==> src/osrt_pkg.sv <==
// Package for the operand stack with rotate and tuck.
// Holds sizes, request codes and the cell command struct; no dependencies.
`default_nettype none
package osrt_pkg;
    localparam int STACK_DEPTH = 64;
    localparam int CNT_W       = $clog2(STACK_DEPTH + 1);
    localparam int IDX_W       = $clog2(STACK_DEPTH);
    localparam int WORD_W      = 32;
    localparam int DARG_W      = 7;
    localparam int OCC_W       = 7;
    localparam int CMP_W       = (CNT_W > DARG_W) ? CNT_W : DARG_W;
    localparam int REQ_W       = 3;
    localparam int S_TDATA_W   = ((WORD_W + DARG_W + 7) / 8) * 8;
    localparam int M_TDATA_W   = ((WORD_W + OCC_W + 3 + 7) / 8) * 8;

    typedef enum logic [REQ_W-1:0] {
        REQ_PUSH   = 3'd0,
        REQ_POP    = 3'd1,
        REQ_PEEK   = 3'd2,
        REQ_ROTATE = 3'd3,
        REQ_TUCK   = 3'd4,
        REQ_DUP    = 3'd5,
        REQ_CLEAR  = 3'd6
    } req_t;

    typedef enum logic [2:0] {
        MV_HOLD,
        MV_PUSH,
        MV_DUP,
        MV_POP,
        MV_ROT,
        MV_TUCK
    } mov_t;

    typedef struct packed {
        mov_t             mode;
        logic [CMP_W-1:0] n;
        logic [IDX_W-1:0] sel;
    } cell_cmd_t;
endpackage
`default_nettype wire

==> src/osrt_ctrl.sv <==
// Request decode for the operand stack: fault checks, next count, cell command.
// Uses osrt_pkg; purely combinational.
`default_nettype none
module osrt_ctrl
    import osrt_pkg::*;
(
    input  wire logic [REQ_W-1:0]  req_type,
    input  wire logic [DARG_W-1:0] depth_arg,
    input  wire logic [CNT_W-1:0]  count,
    output cell_cmd_t              cmd,
    output logic                   fault,
    output logic                   read_en,
    output logic [CNT_W-1:0]       count_next
);
    logic [CMP_W-1:0] d_ext;
    logic [CMP_W-1:0] cnt_ext;
    logic             full;
    logic             empty;

    assign d_ext   = CMP_W'(depth_arg);
    assign cnt_ext = CMP_W'(count);
    assign full    = (cnt_ext >= CMP_W'(STACK_DEPTH));
    assign empty   = (count == '0);

    always_comb begin
        cmd.mode   = MV_HOLD;
        cmd.n      = d_ext;
        cmd.sel    = d_ext[IDX_W-1:0];
        fault      = 1'b0;
        read_en    = 1'b0;
        count_next = count;
        unique case (req_t'(req_type))
            REQ_PUSH: begin
                fault = full;
                if (!full) begin
                    cmd.mode   = MV_PUSH;
                    count_next = count + CNT_W'(1);
                end
            end
            REQ_POP: begin
                fault   = empty;
                cmd.sel = '0;
                if (!empty) begin
                    cmd.mode   = MV_POP;
                    read_en    = 1'b1;
                    count_next = count - CNT_W'(1);
                end
            end
            REQ_PEEK: begin
                fault   = (d_ext >= cnt_ext);
                read_en = !fault;
            end
            REQ_ROTATE: begin
                fault   = (d_ext > cnt_ext);
                cmd.sel = IDX_W'(d_ext - CMP_W'(1));
                if (!fault && d_ext > CMP_W'(1)) begin
                    cmd.mode = MV_ROT;
                end
            end
            REQ_TUCK: begin
                fault = (d_ext > cnt_ext);
                if (!fault && d_ext > CMP_W'(1)) begin
                    cmd.mode = MV_TUCK;
                end
            end
            REQ_DUP: begin
                fault = (d_ext >= cnt_ext) || full;
                if (!fault) begin
                    cmd.mode   = MV_DUP;
                    count_next = count + CNT_W'(1);
                end
            end
            REQ_CLEAR: begin
                count_next = '0;
            end
            default: begin
                fault = 1'b1;
            end
        endcase
    end
endmodule
`default_nettype wire

==> config.mk <==
export PLATFORM = sky130hd
export DESIGN_NAME = osrt_ctrl
export DESIGN_NICKNAME = d
export VERILOG_FILES = /design/src/osrt_pkg.sv /design/src/osrt_ctrl.sv
export SDC_FILE = /design/constraint.sdc
export NUM_CORES = 1
export LEC_CHECK = 0
export BUFFER_PORTS_ARGS = -buffer_cell sky130_fd_sc_hd__buf_2
export CORE_ASPECT_RATIO = 1.4
export CORE_UTILIZATION = 46
export DETAILED_ROUTE_END_ITERATION = 7
export PLACE_DENSITY = 0.81
export SLEW_MARGIN = 20
export SYNTH_ARGS = -nofsm -noshare
export SYNTH_HDL_FRONTEND = slang
export SYNTH_SLANG_ARGS = --single-unit
==> constraint.sdc <==
create_clock -name vclk -period 2.1
set_clock_uncertainty 0.15 [all_clocks]
set_input_delay 0.105 -clock vclk [all_inputs]
set_output_delay 0.105 -clock vclk [all_outputs]
set_load 0.005 [all_outputs]
* After elaboration in Yosys (flattened, before gate mapping)
Cells that the tools add are included.
Word-level totals: register bits after elaboration 0, latch bits 0, bits in writable memories 0, memory bits (read-only) 0, bits of input ports 17, output and inout port bits 25, logic and storage cells 34, memories 0
Cells by class: $add $sub $neg 3, multipliers 0, divide/modulo/power cells 0, magnitude comparators 4, equal/unequal tests 6, shift operators 0, multiplexer cells 14, bitwise operators 0, reduce and logical (&&, ||, !) cells 7
Operators with widths (count):
- $pmux W7 S4 | 1
- $mux W7 | 3
- $pmux W3 S5 | 1
- $pmux W6 S2 | 1
- $eq A3 B3 Y1 const B | 3
- $add A7 B1 Y7 const B | 1
- $ge A7 B7 Y1 | 1
- $ge A7 B7 Y1 const B | 1
- $gt A7 B1 Y1 const B | 1
- $gt A7 B7 Y1 | 1
- $logic_not A7 Y1 | 1
- $sub A7 B1 Y7 const B | 1
- $eq A3 B2 Y1 const B | 2
- $mux W3 | 2
- $pmux W1 S6 | 1
- $sub A6 B1 Y6 const B | 1
- $mux W2 | 2
- $eq A3 B1 Y1 const B | 1
- $logic_not A3 Y1 | 1
- $logic_not A1 Y1 | 2
- $mux W1 | 2
- $pmux W1 S2 | 1
- $reduce_or A2 Y1 | 1
- $logic_and A1 B1 Y1 | 1
- $logic_or A1 B1 Y1 | 1

* Depth between registers and ports, before layout
Gate-level depths: netlist of the first run.
depth after elaboration 5, mapped depth 10, gate-level depth less buffers 8

* Worst setup path before layout of the first run
No wires, ideal clock.
path type input to output, start point in depth_arg[0], end point out count_next[6], arrival 1.972 ns, required time 1.845 ns, setup slack -0.127 ns, stages on the path 8, path buffers 0, cell sequence inv_1 ha_1 nand2b_4 a211o_1 a2111oi_2 o21ai_1 or4_1 a21oi_1
Between the ends: cells in the longest elaborated chain, start to end 4
RTL lines:
- start: declaration | line osrt_ctrl.sv:8 | input wire logic [DARG_W-1:0] depth_arg,
- $ge A7 B7 Y1 | line osrt_ctrl.sv:67 | fault = (d_ext >= cnt_ext) || full;
- $logic_or A1 B1 Y1 | line osrt_ctrl.sv:67
- $mux W7 | line osrt_ctrl.sv:68 | if (!fault) begin
- $pmux W7 S4 | line osrt_ctrl.sv:32 | unique case (req_t'(req_type))
- end: declaration | line osrt_ctrl.sv:13 | output logic [CNT_W-1:0] count_next
Every way passes these cells.

* Worst setup path in the final report of the first run
Ends and elaborated chain as after synthesis.

==> results of run 1 <==
## Yosys cell counts (all sizes together), types with 2 or more instances
| library cell | count |
|---|---|
| inv | 15 |
| or3 | 2 |
| o21ai | 16 |
| clkbuf | 3 |
| nor2b | 3 |
| o22ai | 5 |
| nor4 | 2 |
| nor3 | 11 |
| nand2 | 15 |
| o31ai | 2 |
| nor2 | 16 |
| a21oi | 11 |
| a2111oi | 2 |
| mux2i | 5 |
| nand4 | 2 |
| o32a | 4 |
| nand3 | 6 |
| a31o | 2 |
| ha | 11 |
| buf | 11 |
## layout make-up
class,instances,share of cell area (%)
inverters,15,4.42
multi-input cells,129,61.0
well taps,21,1.69
repair buffers,78,32.9
## final timing paths
path / start / slack, ps / cells after the start / endpoint
min: depth_arg[6] / 280 / 2 / cmd[12]
max: depth_arg[0] / -330 / 10 / count_next[6]
## stage by stage
stage | setup WS (ps) | cell area (um2) | util, % | total power [mW]
CTS | -248 | 1510 | 75.7 | 0.337
finish | -332 | 1560 | 78.0 | 0.360
global placement | -337 | 1410 | 70.5 | 0.296
detailed placement | -353 | 1410 | 70.5 | 0.309
floorplan | -0.209 | 1040 | - | 0.171
global route | -395 | 1560 | 78.0 | 0.391
## power by group through the flow
stage                     Sequential (mW)  Combinational, mW  Clock (mW)
after floorplan                         0              0.171           0
after global placement                  0              0.296           0
after detailed placement                0              0.309           0
after CTS                               0              0.337           0
after global routing                    0              0.391           0
final                                   0              0.360           0
## repair_timing
action | 4_1_cts | 5_1_grt
hold buffers | 0 | 0
setup buffers | 3 | 3
resized for setup | 20 | 8
pin swaps | 7 | 6
setup endpoints to repair | 10 | 10
## per-layer routing
layer	global-route usage, %	up-vias	wire length, um
li1	-	704	-
met1	34.9	670	1370
met2	58.7	87	1930
met3	1.19	19	223
met4	10.6	0	184
met5	0	-	0
## cells by family (layout without fill, tap and decap cells)
logic type | after synthesis | count (layout)
buffers and inverters | 29 | 93
AO/OA/AOI/OAI | 51 | 51
multiplexers | 5 | 5
adder cells (fa/ha/maj) | 11 | 11
XOR/XNOR | 1 | 1
AND/OR/NAND/NOR | 61 | 61
==> flow_summary.toml, run 1 <==
[power]
p_sw_share_pct = 51.0
p_per_area_nw_per_um2 = 231
cellInternalPower_mw = 0.176
comb_power_share_pct = 100.0
seqPwrFrac_pct = 0
ir_worst_vdd_mv = 0.153
p_sw_mw = 0.184
clkPwrFrac_pct = 0
leakagePower_nw = 0.747

[grt]
grt_max_degree = 13
grt.total_usage_pct = 31.8
grt_pass1_vias = 1318
grt_overflow = 0
grt_pass1_wl_um = 5500
antenna_found_initial = 0

[sta]
hold_ws_ps = 277
tns_ps = -1990
maxSlewViolCount = 0
finalCritPeriodShare_pct = 116
fin_ws_ps = -332
hold_violations = 0
tightestPinTransition_ps = 396
setup_violations = 9
period_needed_ps = 2430
relSlewSlack_pct = 73.4
fmax_mhz = 411
rsz0062_at_grt = "yes"

[setup_path]
crit_fanout = 2
critPathRequiredTime_ps = 1850
worst-setup-path-type = "input port to output port"
worst-path-buf-inv = 3
crit_path_max_incr_delay_ps = 510
crit_arrival_ps = 2180
endpoint_kind = "output port"
path_cells = "buf_12 > inv_12 > ha_4 > nand2b_4 > a211o_4 > a2111oi_4 > o21ai_1 > or4_4 > a21oi_2 > buf_2"
cp_top_family = "compound AO/OA/AOI/OAI gates"
setup.worst_path.start_class = "input port"
slowest_stage = "or4_4"

[finish]
final_common_cell = "buf_2"
finalNonFillerCells = 243
fin_nets = 252
seqCellArea_um2 = 0
drive_above_1_share_pct = 46.4
final_cell_mix = "buf_2, buf_4, nor2_1"
area_growth_pct = 58.2
n_antenna_cell = 0
multiInputGateArea_um2 = 950
fill_cells = 149
design.seq.count = 0
n_clock_buffer = 0

[yosys]
yosys-top-cells-area = "ha_1, o21ai_0, buf_4"
synthSimpleGateAreaFrac_pct = 30.0
synthesis.area_um2 = 985
synth.area.mux_share_pct = 5.08
synthCells = 158
ys_seq_area_share_pct = 0
synth_top_family_by_area = "compound AO/OA/AOI/OAI gates"
netlist-cell-type-count = 38
synth_compound_area_share_pct = 34.9
syn-num-nets = 186
synth_xor_area_share_pct = 0.889
synthAdderAreaFrac_pct = 14.0
ys_warn_count = 0
synth.top_cell.area_share_pct = 14.0
synth_area_leader_cell = "ha_1"
syn-mean-instance-area_um2 = 6.23

[route]
dr.pass1.iters = 4
ant_nets = 0
vias = 1480
routed_wl_um = 3710
initialDrtViolationCount = 38
wl_per_cell_um = 15.3
route.detailed.drc = 0
via_per_inst = 6.09

[outcome]
run_status = "finished with violations"
violations = "setup timing"

[floorplanning]
die_h_um = 56.7
die_area_um2 = 2330
rows = 19
io_pins = 42
die_x_um = 41.1
initial_core_util_pct = 49.3
core_area_um2 = 2000

[worst_hold_path]
hp-class = "input port to output port"

[flow_run]
maxCapViolCount = 0

[placed_design]
io_buffer_count = 42
dpl.hpwl_um = 2740
gp_congestion = 0.969
dp.cells = 237
(Power assumes the default switching activity.)
==> inputs of run 2 (changes only) <==
--- a/config.mk
+++ b/config.mk
@@ -5,11 +5,11 @@
 export SDC_FILE = /design/constraint.sdc
 export NUM_CORES = 1
 export LEC_CHECK = 0
-export BUFFER_PORTS_ARGS = -buffer_cell sky130_fd_sc_hd__buf_2
 export CORE_ASPECT_RATIO = 1.4
-export CORE_UTILIZATION = 46
+export CORE_UTILIZATION = 50
 export DETAILED_ROUTE_END_ITERATION = 7
-export PLACE_DENSITY = 0.81
+export DONT_BUFFER_PORTS = 1
+export PLACE_DENSITY = 0.68
 export SLEW_MARGIN = 20
 export SYNTH_ARGS = -nofsm -noshare
 export SYNTH_HDL_FRONTEND = slang
==> run 2 against run 1 <==
The flow still finishes with violations (setup timing). Utilization down 16 points. Critical path type unchanged. First-iteration DRC count down 21%. Combinational power down 41%.
==> flow_summary.toml, run 2 (synthesis gave the netlist of run 1 again) <==
[power]
cellInternalPower_mw = 0.0993
p_sw_mw = 0.113
p_sw_share_pct = 53.2
clkPwrFrac_pct = 0
seqPwrFrac_pct = 0
leakagePower_nw = 0.462
p_per_area_nw_per_um2 = 188
comb_power_share_pct = 100.0
ir_worst_vdd_mv = 0.102

[outcome]
run_status = "finished with violations"
violations = "setup timing"

[worst_hold_path]
hp-class = "input port to output port"

[placed_design]
gp_congestion = 0.909
io_buffer_count = 0
dpl.hpwl_um = 2340
post_dp_cell_area_um2 = 1080

[sta]
relSlewSlack_pct = 78.4
setup_violations = 1
maxSlewViolCount = 0
finalCritPeriodShare_pct = 102
hold_violations = 0
tightestPinTransition_ps = 321
rsz0062_at_grt = "yes"
fmax_mhz = 469
fin_ws_ps = -32.8
period_needed_ps = 2130

[grt]
grt_max_degree = 15
grt_overflow = 0
grt.total_usage_pct = 28.5
antenna_found_initial = 0
grt_pass1_wl_um = 4480
grt_pass1_vias = 1114

[floorplanning]
die_area_um2 = 2150
core_area_um2 = 1800
die_h_um = 54.5
rows = 18
die_x_um = 39.5
io_pins = 42
initial_core_util_pct = 54.7

[route]
ant_nets = 0
route.detailed.drc = 0
dr.pass1.iters = 5
initialDrtViolationCount = 30
via_per_inst = 6.73
routed_wl_um = 2880
wl_per_cell_um = 16.0
vias = 1212

[finish]
fin_nets = 190
area_growth_pct = 14.4
design.seq.count = 0
fin_util_pct = 62.5
final_cell_mix = "buf_4, nor2_1, nand2_1"
drive_above_1_share_pct = 20.6
final_common_cell = "buf_4"
seqCellArea_um2 = 0
final_cell_area_um2 = 1130
n_antenna_cell = 0
n_clock_buffer = 0

[clocking]
holdBufCountCts = 0

[setup_path]
path_cells = "ha_4 > nand2b_4 > a211o_1 > a2111oi_4 > o21ai_1 > or4_1 > a21oi_2"
worst-setup-path-type = "input port to output port"
cp_top_family = "compound AO/OA/AOI/OAI gates"
critPathRequiredTime_ps = 1850
worst-path-buf-inv = 0
setup.worst_path.start_class = "input port"
crit_arrival_ps = 1880
crit_fanout = 10
slowest_stage = "or4_1"
endpoint_kind = "output port"
crit_path_max_incr_delay_ps = 530

[flow_run]
maxCapViolCount = 0
run 2: cell types whose count changed in the layout (fill, tap and decap cells not counted), moves of 2 or more:
cell	before	now
nand2_2	2	0
nand2_1	13	15
buf_4	33	16
buf_2	40	0
o21ai_0	10	12
buf_6	4	0
run 2: timing repair:
action                     in CTS  in global routing
buffers inserted                2                  0
gates resized for setup         3                  4
setup endpoints to repair       5                  7
pin swaps                       4                  2
run 2: per-layer routing:
metal  track usage (%)  vias to the layer above  wire length [um]
li1                  -                      579                 -
met1              30.6                      572              1080
met2              58.5                       56              1590
met3              2.03                        5               169
met4              3.45                        0                44
met5                 0                        -                 0
run 2: power by group through the flow:
| stage | Sequential (mW) | Combinational, mW | Clock [mW] |
|---|---|---|---|
| 2_1_floorplan | 0 | 0.171 | 0 |
| 3_3_place_gp | 0 | 0.194 | 0 |
| 3_5_place_dp | 0 | 0.200 | 0 |
| 4_1_cts | 0 | 0.210 | 0 |
| 5_1_grt | 0 | 0.238 | 0 |
| 6_report | 0 | 0.212 | 0 |
run 2: final cells by class:
class	count	area, um2
tap	20	25.0
timing repair buffer	16	120
inverter	15	68.8
multi-input combinational	129	912
fill	182	676
run 2: final timing paths:
check	startpoint	endpoint	slack, ps	depth (start not counted)
max	count[0]	count_next[6]	-30	7
min	depth_arg[0]	cmd[6]	60	0
run 2: per-stage QoR:
step / cells / hold WS (ps) / TNS (ps) / total power, mW / setup WS [ps]
global placement: 178 / 60.1 / -51.0 / 0.194 / -51.0
CTS: 180 / 60.1 / -28.8 / 0.210 / -28.8
floorplan: 158 / 141 / -0.209 / 0.171 / -0.209
finish: 180 / 60.0 / -32.8 / 0.212 / -32.8
detailed placement: 178 / 60.1 / -137 / 0.200 / -61.1
global route: 180 / 60.0 / -141 / 0.238 / -103
