<file path="src/osrt_pkg.sv">
// Package for the operand stack with rotate and tuck.
// Holds sizes, request codes and the cell command struct; no dependencies.
`default_nettype none
package osrt_pkg;
    localparam int STACK_DEPTH = 64;
    localparam int CNT_W       = $clog2(STACK_DEPTH + 1);
    localparam int IDX_W       = $clog2(STACK_DEPTH);
    localparam int WORD_W      = 32;
    localparam int DARG_W      = 7;
    localparam int OCC_W       = 7;
    localparam int CMP_W       = (CNT_W > DARG_W) ? CNT_W : DARG_W;
    localparam int REQ_W       = 3;
    localparam int S_TDATA_W   = ((WORD_W + DARG_W + 7) / 8) * 8;
    localparam int M_TDATA_W   = ((WORD_W + OCC_W + 3 + 7) / 8) * 8;

    typedef enum logic [REQ_W-1:0] {
        REQ_PUSH   = 3'd0,
        REQ_POP    = 3'd1,
        REQ_PEEK   = 3'd2,
        REQ_ROTATE = 3'd3,
        REQ_TUCK   = 3'd4,
        REQ_DUP    = 3'd5,
        REQ_CLEAR  = 3'd6
    } req_t;

    typedef enum logic [2:0] {
        MV_HOLD,
        MV_PUSH,
        MV_DUP,
        MV_POP,
        MV_ROT,
        MV_TUCK
    } mov_t;

    typedef struct packed {
        mov_t             mode;
        logic [CMP_W-1:0] n;
        logic [IDX_W-1:0] sel;
    } cell_cmd_t;
endpackage
`default_nettype wire

</file>
<file path="src/osrt_cell.sv">
// One stack cell holding the word at a fixed depth from the top.
// Uses osrt_pkg; neighbors hand words up or down under the shared command.
`default_nettype none
module osrt_cell
    import osrt_pkg::*;
(
    input  wire logic                     aclk,
    input  wire cell_cmd_t                cmd,
    input  wire logic                     step_en,
    input  wire logic [IDX_W-1:0]         cell_idx,
    input  wire logic signed [WORD_W-1:0] push_value,
    input  wire logic signed [WORD_W-1:0] bus_value,
    input  wire logic signed [WORD_W-1:0] above_value,
    input  wire logic signed [WORD_W-1:0] below_value,
    input  wire logic signed [WORD_W-1:0] top_value,
    output logic signed [WORD_W-1:0]      value_out,
    output logic signed [WORD_W-1:0]      bus_term
);
    logic signed [WORD_W-1:0] value_reg;
    logic signed [WORD_W-1:0] value_next;
    logic [CMP_W-1:0]         idx_ext;
    logic                     is_top;

    assign idx_ext = CMP_W'(cell_idx);
    assign is_top  = (cell_idx == '0);

    always_comb begin
        value_next = value_reg;
        unique case (cmd.mode)
            MV_PUSH: value_next = is_top ? push_value : above_value;
            MV_DUP:  value_next = is_top ? bus_value : above_value;
            MV_POP:  value_next = below_value;
            MV_ROT: begin
                if (idx_ext < cmd.n) begin
                    value_next = is_top ? bus_value : above_value;
                end
            end
            MV_TUCK: begin
                if (idx_ext + CMP_W'(1) < cmd.n) begin
                    value_next = below_value;
                end else if (idx_ext + CMP_W'(1) == cmd.n) begin
                    value_next = top_value;
                end
            end
            default: value_next = value_reg;
        endcase
    end

    always_ff @(posedge aclk) begin
        if (step_en) begin
            value_reg <= value_next;
        end
    end

    assign value_out = value_reg;
    assign bus_term  = (cmd.sel == cell_idx) ? value_reg : '0;
endmodule
`default_nettype wire

</file>
<file path="config.mk">
export PLATFORM = sky130hd
export DESIGN_NAME = osrt_cell
export DESIGN_NICKNAME = d
export VERILOG_FILES = /design/src/osrt_pkg.sv /design/src/osrt_cell.sv
export SDC_FILE = /design/constraint.sdc
export NUM_CORES = 1
export LEC_CHECK = 0
export ABC_CLOCK_PERIOD_IN_PS = 6700
export BUFFER_PORTS_ARGS = -buffer_cell sky130_fd_sc_hd__buf_4
export CORE_AREA = 3 3 96 98
export DETAILED_ROUTE_END_ITERATION = 8
export DIE_AREA = 0 0 99 101
export MAX_ROUTING_LAYER = met4
export PLACE_DENSITY_LB_ADDON = 0.3
export SLEW_MARGIN = 20
export SYNTH_ARGS = -nofsm -noshare
export SYNTH_HDL_FRONTEND = slang
export SYNTH_SLANG_ARGS = --single-unit
</file>
<file path="constraint.sdc">
create_clock -name aclk -period 6.7 [get_ports aclk]
set_input_delay 1.005 -clock aclk [delete_from_list [all_inputs] [get_ports aclk]]
set_output_delay 1.005 -clock aclk [all_outputs]
set_load 0.005 [all_outputs]
</file>
* Yosys cells after proc, flatten, opt, wreduce, memory -nomap -nowiden *
Index checks and enable logic that the tools add are counted.

operators by class
  add/sub/neg operators = 1
  magnitude comparators = 2
  equality and inequality tests = 9
  mux-type cells = 7
  reductions and logical operators = 3

operators with widths
  operator               count
  $mux W32               6
  $pmux W32 S5           1
  $add A6 B1 Y7 const B  1
  $eq A7 B7 Y1           1
  $lt A6 B7 Y1           1
  $lt A7 B7 Y1           1
  $eq A3 B2 Y1 const B   2
  $eq A3 B3 Y1 const B   2
  $eq A6 B6 Y1           1
  $logic_not A6 Y1       1
  $reduce_bool A5 Y1     1
  $reduce_and A4 Y1      1
  $eq A3 B1 Y1 const B   1
  $ne A3 B3 Y1 const B   1
  $ne A2 B2 Y1 const B   1

storage, ports and cells
  register bits = 32
  logic and storage cells = 23

* Depth between registers and ports, before layout *
Gate-level depths: netlist (run 1).

  depth after elaboration = 5
  depth in mapped cells = 10
  depth with buffers taken out = 9

* Worst setup path after synthesis (run 1) *
Ideal clock, no wire load.

  path type = input to register
  start = input port cell_idx[2]
  end = register value_reg[0] (netlist: value_out[0]) (enable)
  library setup time = 0.441 ns
  arrival time = 4.334 ns
  slack = 1.925 ns
  cell stages on the path = 9
  buffers on the path = 1
  cell sequence = clkbuf_1 nand3_1 nor2_1 ha_1 nand4_1 a21oi_2 a2111oi_4 o311ai_0 a31oi_1

on the way
  word-level cells in the longest chain between the ends = 4
  elaborated cells on any way between the ends = 7
  classes of those cells = add/sub: 1; order compare: 2; eq/ne: 3; reduce/logical: 1

ends and longest elaborated chain
  what                                          RTL line                          RTL
  start: declaration                            osrt_cell.sv:10                   input wire logic [IDX_W-1:0] cell_idx,
  $add A6 B1 Y7                                 osrt_cell.sv:39, osrt_cell.sv:41
  $lt A7 B7 Y1 or $eq A7 B7 Y1 (tied branches)  osrt_cell.sv:39, osrt_cell.sv:41
  $ne A3 B3 Y1 (no source line)                 --
  $reduce_and A4 Y1 (no source line) (*)        --
  end signal: assignment                        osrt_cell.sv:51                   value_reg <= value_next;
  end: declaration                              osrt_cell.sv:19                   logic signed [WORD_W-1:0] value_reg;

Every way passes the cells marked *; elsewhere a longest branch is shown, timed or not.
A chain may end at the register's enable or synchronous reset.

* Final worst setup path (run 1) *
  start = input port cell_idx[5]
  end = output port bus_term[18]

on the way
  word-level cells in the longest chain between the ends = 2

ends and longest elaborated chain
  what              RTL line         RTL
  $eq A6 B6 Y1      osrt_cell.sv:56  assign bus_term = (cmd.sel == cell_idx) ? value_reg : '0;
  $mux W32          osrt_cell.sv:56
  end: declaration  osrt_cell.sv:17  output logic signed [WORD_W-1:0] bus_term

No other way between the ends.

==> qor.csv, run 1 <==
metric;value;unit
h-tree-depth;2;
cp_common_cell;buf_4;
grtUsageTotal;25.7;%
wl_per_cell;17.9;µm
cts_resized;0;
power_density;127;nW/µm²
nNetsFinal;849;
worstPathArrival;2740;ps
port_buffers;247;
path_cells;buf_4 > xnor2_1 > nand4_1 > nor3_2 > buf_4 > and2_1 > buf_4;
clkTransAtPathRegs;70;ps
fmax;267;MHz
path_buf_inv;3;
worst_hold_slack;1090;ps
vias;4285;
synth_top_area_share;26.7;%
avgSynthCellArea;8.34;µm²
grt_pass1_wl;20200;µm
layout-drive-gt1-share;41.1;%
ys_seq_area_share;26.7;%
synth_flop_cell;edfxtp_1;
fin_tns_setup;0;ps
critical-path-slowest-cell;nor3_2;
critPathMaxFanout;17;
synth_cell_types;30;
cts_root_buf;clkbuf_8;
cellLeakagePower;2.83;nW
gr-total-overflow;0;
min_period;3750;ps
path_class;input pin to output port;
dpl_worst_slack;2640;ps
slew_viol_final;0;
hold_end;value_out[27];
yosysWarnings;0;
dieArea;10000;µm²
drtAntennaViolNets;0;
max_stage_delay;680;ps
wirelength;13600;µm
dp_hpwl;10000;µm
synth-edff-count;32;
cts_buffers;5;
outcome;completed;
firstDrtPassIters;5;
syn_area;3600;µm²
grt_max_degree;97;
ctsHoldBuffers;0;
synth_cells;431;
tritoncts;done;
ys_top_cells_by_count;a21oi_1 (66), mux2i_1 (64), nor3_1 (36);
vdd_drop_max;67.2;µV
gp_congestion;0.860;
hold_viol_final;0;
max-slew-margin-rel;41.3;%
setup_viol;0;
setup_slack;2950;ps
worstHoldStart;top_value[27];
postCtsSetupRepairBufs;0;
drt_first_iter_violations;160;
fp.dieW;99;µm
ios;248;
synth_most_common_cell;a21oi_1;
cp.required;5690;ps
hold_path.class;input pin to flip-flop;
fin_crit_sh;55.9;%
core;8550;µm²
synth-seq-cells;32;
synth_nets;630;
cap_violations;0;
synthTopCellsByArea;edfxtp_1 (27%), mux2i_1 (18%), a21oi_1 (9.2%);
clock_path_buffers;2;
cp-end-kind;output port;
synth_async_sr_flop_share;0;%
critPathTopFamily;simple AND/OR/NAND/NOR gates;
startpoint_type;input pin;
drcViolationCount;0;
die_h;101;µm
rsz0062_at_grt;false;
tightestPinTransition;875;ps
grt_pass1_vias;4333;
fp-row-count;34;
synth.largest_area_cell;edfxtp_1;
cts_sinks;32;
synthToLayoutAreaGrowth;55.5;%
vias_per_cell;5.65;
diodes;0;
antenna_found_initial;0;
largest_reg_flops;32;
start_util;42.1;%
hold_path_depth;3;
==> per-layer routing <==
layer,vias to the layer above,share of wire [%],global-route usage [%]
met5,-,0,-
met4,0,2.3,9.87
met3,27,7.0,3.53
met2,222,54,48.5
met1,1974,37,27.0
li1,2062,-,-
==> power breakdown <==
group	internal (W)	switching (W)
Sequential	0.000253	0.0000145
Clock	0.0000705	0.0000664
Combinational	0.000169	0.000135
==> worst max-delay path by stage <==
stage / from / end / slack [ps] / cells past startpoint
finish: cell_idx[5] / bus_term[18] / 2950 / 7
global route: cell_idx[1] / bus_term[18] / 2730 / 7
CTS: cell_idx[0] / value_out[18] / 2910 / 10
detailed placement: cell_idx[0] / value_out[6] / 2640 / 10
global placement: cell_idx[0] / value_out[29] / 2740 / 10
floorplan: cell_idx[2] / value_out[0] / 1930 / 9
==> placed cells by master, fill, tap and decap left out <==
cell type  netlist  final
inv_1            8      8
nor2_1          35     35
nand3b_1         1      1
o21ai_0          1      1
clkinv_2         0      1
nor2b_2          0      1
mux2i_1         64     64
a21oi_2          2      2
nor2b_1          2      1
nand2b_1         2      2
o22ai_1         32     32
o21a_1           1      1
ha_1            15     15
o2bb2ai_1       32     32
or3_1            1      1
nor3_2           0      1
xor2_1           3      3
nand4_1          2      2
clkbuf_8         0      5
buf_4            0    252
o311ai_0         1      1
clkbuf_1        33      1
xnor2_1          7      7
nor4_1           2      2
nor3_1          36     35
and3_1           1      1
a21oi_1         66     66
a31oi_4          0      1
nand2_8          0      1
nand2_1          7      5
nand2_4          0      1
nand3_1          3      3
buf_16           0      1
a2111oi_4        1      1
edfxtp_1        32     32
and2_1          32     32
==> layout make-up <==
cell class | instances | area [µm²]
multi-input combinational | 350 | 2470
timing repair buffer | 253 | 1920
clock inverter | 1 | 5.00
clock buffer | 6 | 72.6
inverter | 8 | 30.0
fill | 715 | 2960
tap | 108 | 135
sequential | 32 | 961
==> per-stage QoR <==
stage / total power (W) / area, µm² / std cells / util, %
3_3_place_gp: 0.000561 / 5470 / 750 / 64.0
5_1_grt: 0.000748 / 5590 / 758 / 65.4
4_1_cts: 0.000709 / 5550 / 757 / 64.9
2_1_floorplan: 0.000408 / 3600 / 431 / -
3_5_place_dp: 0.000571 / 5470 / 750 / 64.0
6_report: 0.000709 / 5590 / 758 / 65.4
==> cells by family (layout without fill, tap and decap cells) <==
logic type	after synthesis	after routing	synth area share, %
mux	64	64	17.8
flops	32	32	26.7
simple gates	124	124	17.3
buf+inv	49	268	5.91
fa+ha+maj	15	15	5.22
compound gates	137	137	24.6
xor+xnor	10	10	2.44
(Power assumes the default switching activity.)
==> inputs of run 2 (changes only) <==
- ABC_CLOCK_PERIOD_IN_PS: 6700 -> 3450
- CORE_AREA: 3 3 96 98 -> unset
- CORE_ASPECT_RATIO: unset -> 2
- CORE_MARGIN: unset -> 3
- CORE_UTILIZATION: unset -> 43
- DIE_AREA: 0 0 99 101 -> unset
- clock period: 6.7 -> 3.45 ns (I/O delays scaled with it)
==> qor.csv, run 2 (same netlist as run 1, synthesis figures left out) <==
metric;value;unit
dp_hpwl;10800;µm
cts_sinks;32;
design_area;5690;µm²
ios;248;
cts_root_buf;clkbuf_16;
clkTransAtPathRegs;50;ps
h-tree-depth;2;
tightestPinTransition;702;ps
cp-end-kind;flip-flop;
grt_pass1_vias;4292;
tritoncts;done;
layout_commonest_cell;buf_4;
worstPathArrival;2840;ps
setup_viol;0;
largest_reg_flops;32;
fin_crit_sh;83.5;%
nNetsFinal;854;
fmax;347;MHz
power_density;282;nW/µm²
ctsHoldBuffers;0;
max-slew-margin-rel;52.6;%
cp.required;3410;ps
antenna_found_initial;0;
vias;4321;
drcViolationCount;0;
grt_max_degree;52;
crit_start;cell_idx[0];
cts_resized;0;
gr-total-overflow;0;
vias_per_cell;5.75;
postCtsSetupRepairBufs;0;
grtUsageTotal;27.7;%
firstDrtPassIters;4;
dieArea;9560;µm²
fp.dieW;70.7;µm
cap_violations;0;
hold_viol_final;0;
core;8060;µm²
synthToLayoutAreaGrowth;58.3;%
layout-drive-gt1-share;41.6;%
n_fill_cell;672;
placed_cell_area;5530;µm²
clock_path_buffers;2;
diodes;0;
endpoint;value_out[29];
hold_path.class;input pin to flip-flop;
fp-row-count;46;
port_buffers;247;
wirelength;13900;µm
critPathMaxFanout;17;
grt_pass1_wl;20800;µm
cts_buffers;5;
gp_congestion;0.912;
cellLeakagePower;2.91;nW
most-common-layout-cells;buf_4 (256), a21oi_1 (66), mux2i_1 (64);
drtAntennaViolNets;0;
min_period;2880;ps
slew_viol_final;0;
drt_first_iter_violations;266;
path_class;input pin to flip-flop;
rsz0062_at_grt;false;
vdd_drop_max;253;µV
outcome;completed;
wl_per_cell;18.5;µm
die_h;135;µm
startpoint_type;input pin;
fin_tns_setup;0;ps
start_util;44.6;%
## run 2: cell types whose count changed in the layout (fill, tap and decap cells not counted), sizes merged
| cell | before | now |
|---|---|---|
| buf | 253 | 258 |
| bufinv | 0 | 1 |
## run 2: worst min path at each step
stage                             start       endpoint  slack, ps  cells after the start
final                     top_value[19]  value_out[19]        610                      3
after global routing       top_value[5]   value_out[5]        620                      3
after CTS                 top_value[19]  value_out[19]        600                      3
after detailed placement   top_value[0]   value_out[0]        890                      3
after global placement    top_value[21]  value_out[21]        870                      3
after floorplan           top_value[23]  value_out[23]        790                      2
## run 2: per-stage QoR
step | hold slack (ps) | utilization [%] | power, W | worst slack [ps] | std cells
final | 608 | 70.6 | 0.00161 | 570 | 752
after global routing | 620 | 70.6 | 0.00168 | 373 | 752
after floorplan | 786 | - | 0.000793 | 133 | 431
after global placement | 874 | 68.6 | 0.00110 | 468 | 744
after detailed placement | 886 | 68.6 | 0.00112 | 263 | 744
after CTS | 604 | 70.6 | 0.00161 | 574 | 752
## run 2: layout make-up
cell class / count / area [µm²] / area share, %
tap: 96 / 120 / 2.11
timing repair buffer: 258 / 1960 / 34.5
inverter: 8 / 30.0 / 0.528
multi-input combinational: 350 / 2450 / 43.1
clock buffer: 6 / 129 / 2.26
clock inverter: 2 / 35.0 / 0.616
sequential: 32 / 961 / 16.9
## run 2: power by group
| part | switching [W] | internal (W) | leakage (nW) |
|---|---|---|---|
| Sequential | 0.0000292 | 0.000492 | 0.307 |
| Combinational | 0.000264 | 0.000332 | 2.52 |
| Clock | 0.000152 | 0.000339 | 0.0808 |
## run 2: layer usage
metal	wire (µm)	track usage (%)	share of wire [%]	vias to the layer above
li1	-	-	-	2072
met5	0	-	0	-
met4	477	12.3	3.4	0
met1	4860	29.0	35	1993
met2	7620	50.8	55	221
met3	931	3.57	6.7	35
## run 2: critical path: stages
cell and delay [ps]:
buf_4 120, ha_1 200, nand3_1 150, xnor2_1 170, ha_1 300, a21oi_1 160, nor2_1 90, a2111oi_4 330
o311ai_0 290, a31oi_4 230, buf_4 270
==> inputs of run 3 (changes only) <==
- ABC_AREA: unset -> 1
- ABC_CLOCK_PERIOD_IN_PS: 3450 -> 3000
- CORE_UTILIZATION: 43 -> 45
- clock period: 3.45 -> 3 ns (I/O delays scaled with it)
==> qor.csv, run 3 <==
metric;value;unit
design_area;6090;µm²
outcome;completed;
fin_crit_sh;80.3;%
cellLeakagePower;3.42;nW
path_cells;buf_4 > ha_1 > nand3_1 > xor2_1 > inv_1 > ha_1 > nand2_1 > nor2_1 > nand2_1 > nand2_1 > buf_4 > nand2_1 > nand3_1 > a21oi_1;
dr.max_layer_used;met4;
clkTransAtPathRegs;60;ps
rsz0062_at_grt;false;
swShare;31.4;%
critical-path-slowest-cell;buf_4;
synth-edff-count;32;
cp.required;3020;ps
start_util;46.4;%
startpoint_type;input pin;
wirelength;16700;µm
synth.largest_area_cell;edfxtp_1;
port_buffers;247;
grt_pass1_vias;5382;
synth-seq-cells;32;
yosysWarnings;0;
tightestPinTransition;673;ps
hold_path.class;input pin to flip-flop;
synth_top_area_share;23.8;%
path_class;input pin to flip-flop;
power_density;315;nW/µm²
cts_resized;0;
fin_tns_setup;0;ps
antenna_found_initial;0;
vias_per_cell;5.41;
drt_first_iter_violations;454;
synth_cell_types;24;
cts_buffers;5;
nNetsFinal;1103;
wl_met2;9080;µm
synth_nets;879;
tritoncts;done;
cts_sinks;32;
syn_area;4040;µm²
synthTopCellsByArea;edfxtp_1 (24%), inv_1 (14%), nand2_1 (11%);
postCtsSetupRepairBufs;0;
vdd_drop_max;243;µV
grtUsageTotal;32.6;%
drtAntennaViolNets;0;
core;8710;µm²
critPathMaxFanout;32;
combPwrFrac;38.0;%
largest_reg_flops;32;
grt_pass1_wl;25300;µm
dpl_worst_slack;356;ps
seqPwrFrac;31.7;%
avgSynthCellArea;5.94;µm²
synth_flop_cell;edfxtp_1;
max_stage_delay;330;ps
worstPathArrival;2430;ps
clock_path_buffers;2;
grt_max_degree;65;
firstDrtPassIters;5;
dp_hpwl;12900;µm
setup_slack;591;ps
synth_cells;680;
p_int;0.00131;W
fp-row-count;48;
drcViolationCount;0;
wl_met3;1070;µm
met1_length;5620;µm
synthToLayoutAreaGrowth;50.9;%
layout-drive-gt1-share;30.6;%
wl_per_cell;16.6;µm
synth_most_common_cell;inv_1;
cts_root_buf;clkbuf_16;
dieArea;10200;µm²
gp_congestion;0.948;
setup_viol;0;
most-common-layout-cells;buf_4 (259), inv_1 (148), nand2_1 (114);
synth_async_sr_flop_share;0;%
cp-end-kind;flip-flop;
vias;5438;
slew_viol_final;0;
p_sw;0.000603;W
die_h;140;µm
diodes;0;
max-slew-margin-rel;55.1;%
cp_common_cell;nand2_1;
ys_top_cells_by_count;inv_1 (148), nand2_1 (114), nor2_1 (70);
min_period;2410;ps
fp.dieW;73.0;µm
hold_viol_final;0;
ctsHoldBuffers;0;
pwr-share-clk;30.3;%
placed_cell_area;5920;µm²
h-tree-depth;2;
cap_violations;0;
ys_seq_area_share;23.8;%
gr-total-overflow;0;
layout_commonest_cell;buf_4;
ios;248;
fmax;415;MHz
## run 3: cell types whose count changed after synthesis, sizes merged, moves of 34 or more
| cell | delta |
|---|---|
| mux2i | -64 |
| nand3 | +67 |
| nor2 | +38 |
| nor3 | -34 |
| nand2 | +107 |
| inv | +142 |
| o21ai | +64 |
## run 3: area by class of cell
cell class / instances / area (µm²)
clock buffers: 5 / 125
fillers: 777 / 2620
flip-flops and latches: 32 / 961
repair buffers: 260 / 1960
clock inverters: 3 / 42.5
multi-input cells: 455 / 2310
inverters: 150 / 563
well taps: 100 / 125
## run 3: final timing paths
kind | slack [ps] | start | end | depth (start not counted)
max | 590 | cell_idx[0] | value_out[14] | 14
min | 610 | top_value[7] | value_out[7] | 5
## run 3: per-layer routing
metal	up-vias	global-route usage, %
met1	2451	32.9
li1	2632	-
met2	294	58.8
met4	0	18.1
met5	-	-
met3	61	3.30
## run 3: cells by family after synthesis
kind of cell	count (synthesis)	synth area share, %
compound gates	136	17.0
xor+xnor	10	2.17
fa+ha+maj	15	4.65
buf+inv	193	19.6
flops	32	23.8
simple gates	294	32.8
## run 3: per-stage QoR
stage	hold WS (ps)	utilization (%)	instances	total power, W
6_report	607	69.9	1005	0.00192
5_1_grt	653	69.9	1005	0.00201
4_1_cts	604	69.9	1005	0.00192
3_5_place_dp	879	68.0	997	0.00134
3_3_place_gp	875	68.0	997	0.00132
2_1_floorplan	782	-	680	0.000941
## run 3: worst max-delay path: cells and delay by family
| kind | cells | cell delay [ps] |
|---|---|---|
| compound gates | 1 | 90 |
| fa+ha+maj | 2 | 490 |
| buf+inv | 3 | 530 |
| xor+xnor | 1 | 160 |
| simple gates | 7 | 700 |
## run 3: power groups by stage
stage                     registers (W)  clock network [W]  logic, W
after floorplan                0.000605                  0  0.000337
after global placement         0.000614                  0  0.000705
after detailed placement       0.000614                  0  0.000721
after CTS                      0.000606           0.000586  0.000725
after global routing           0.000612           0.000599  0.000803
final                          0.000607           0.000581  0.000729
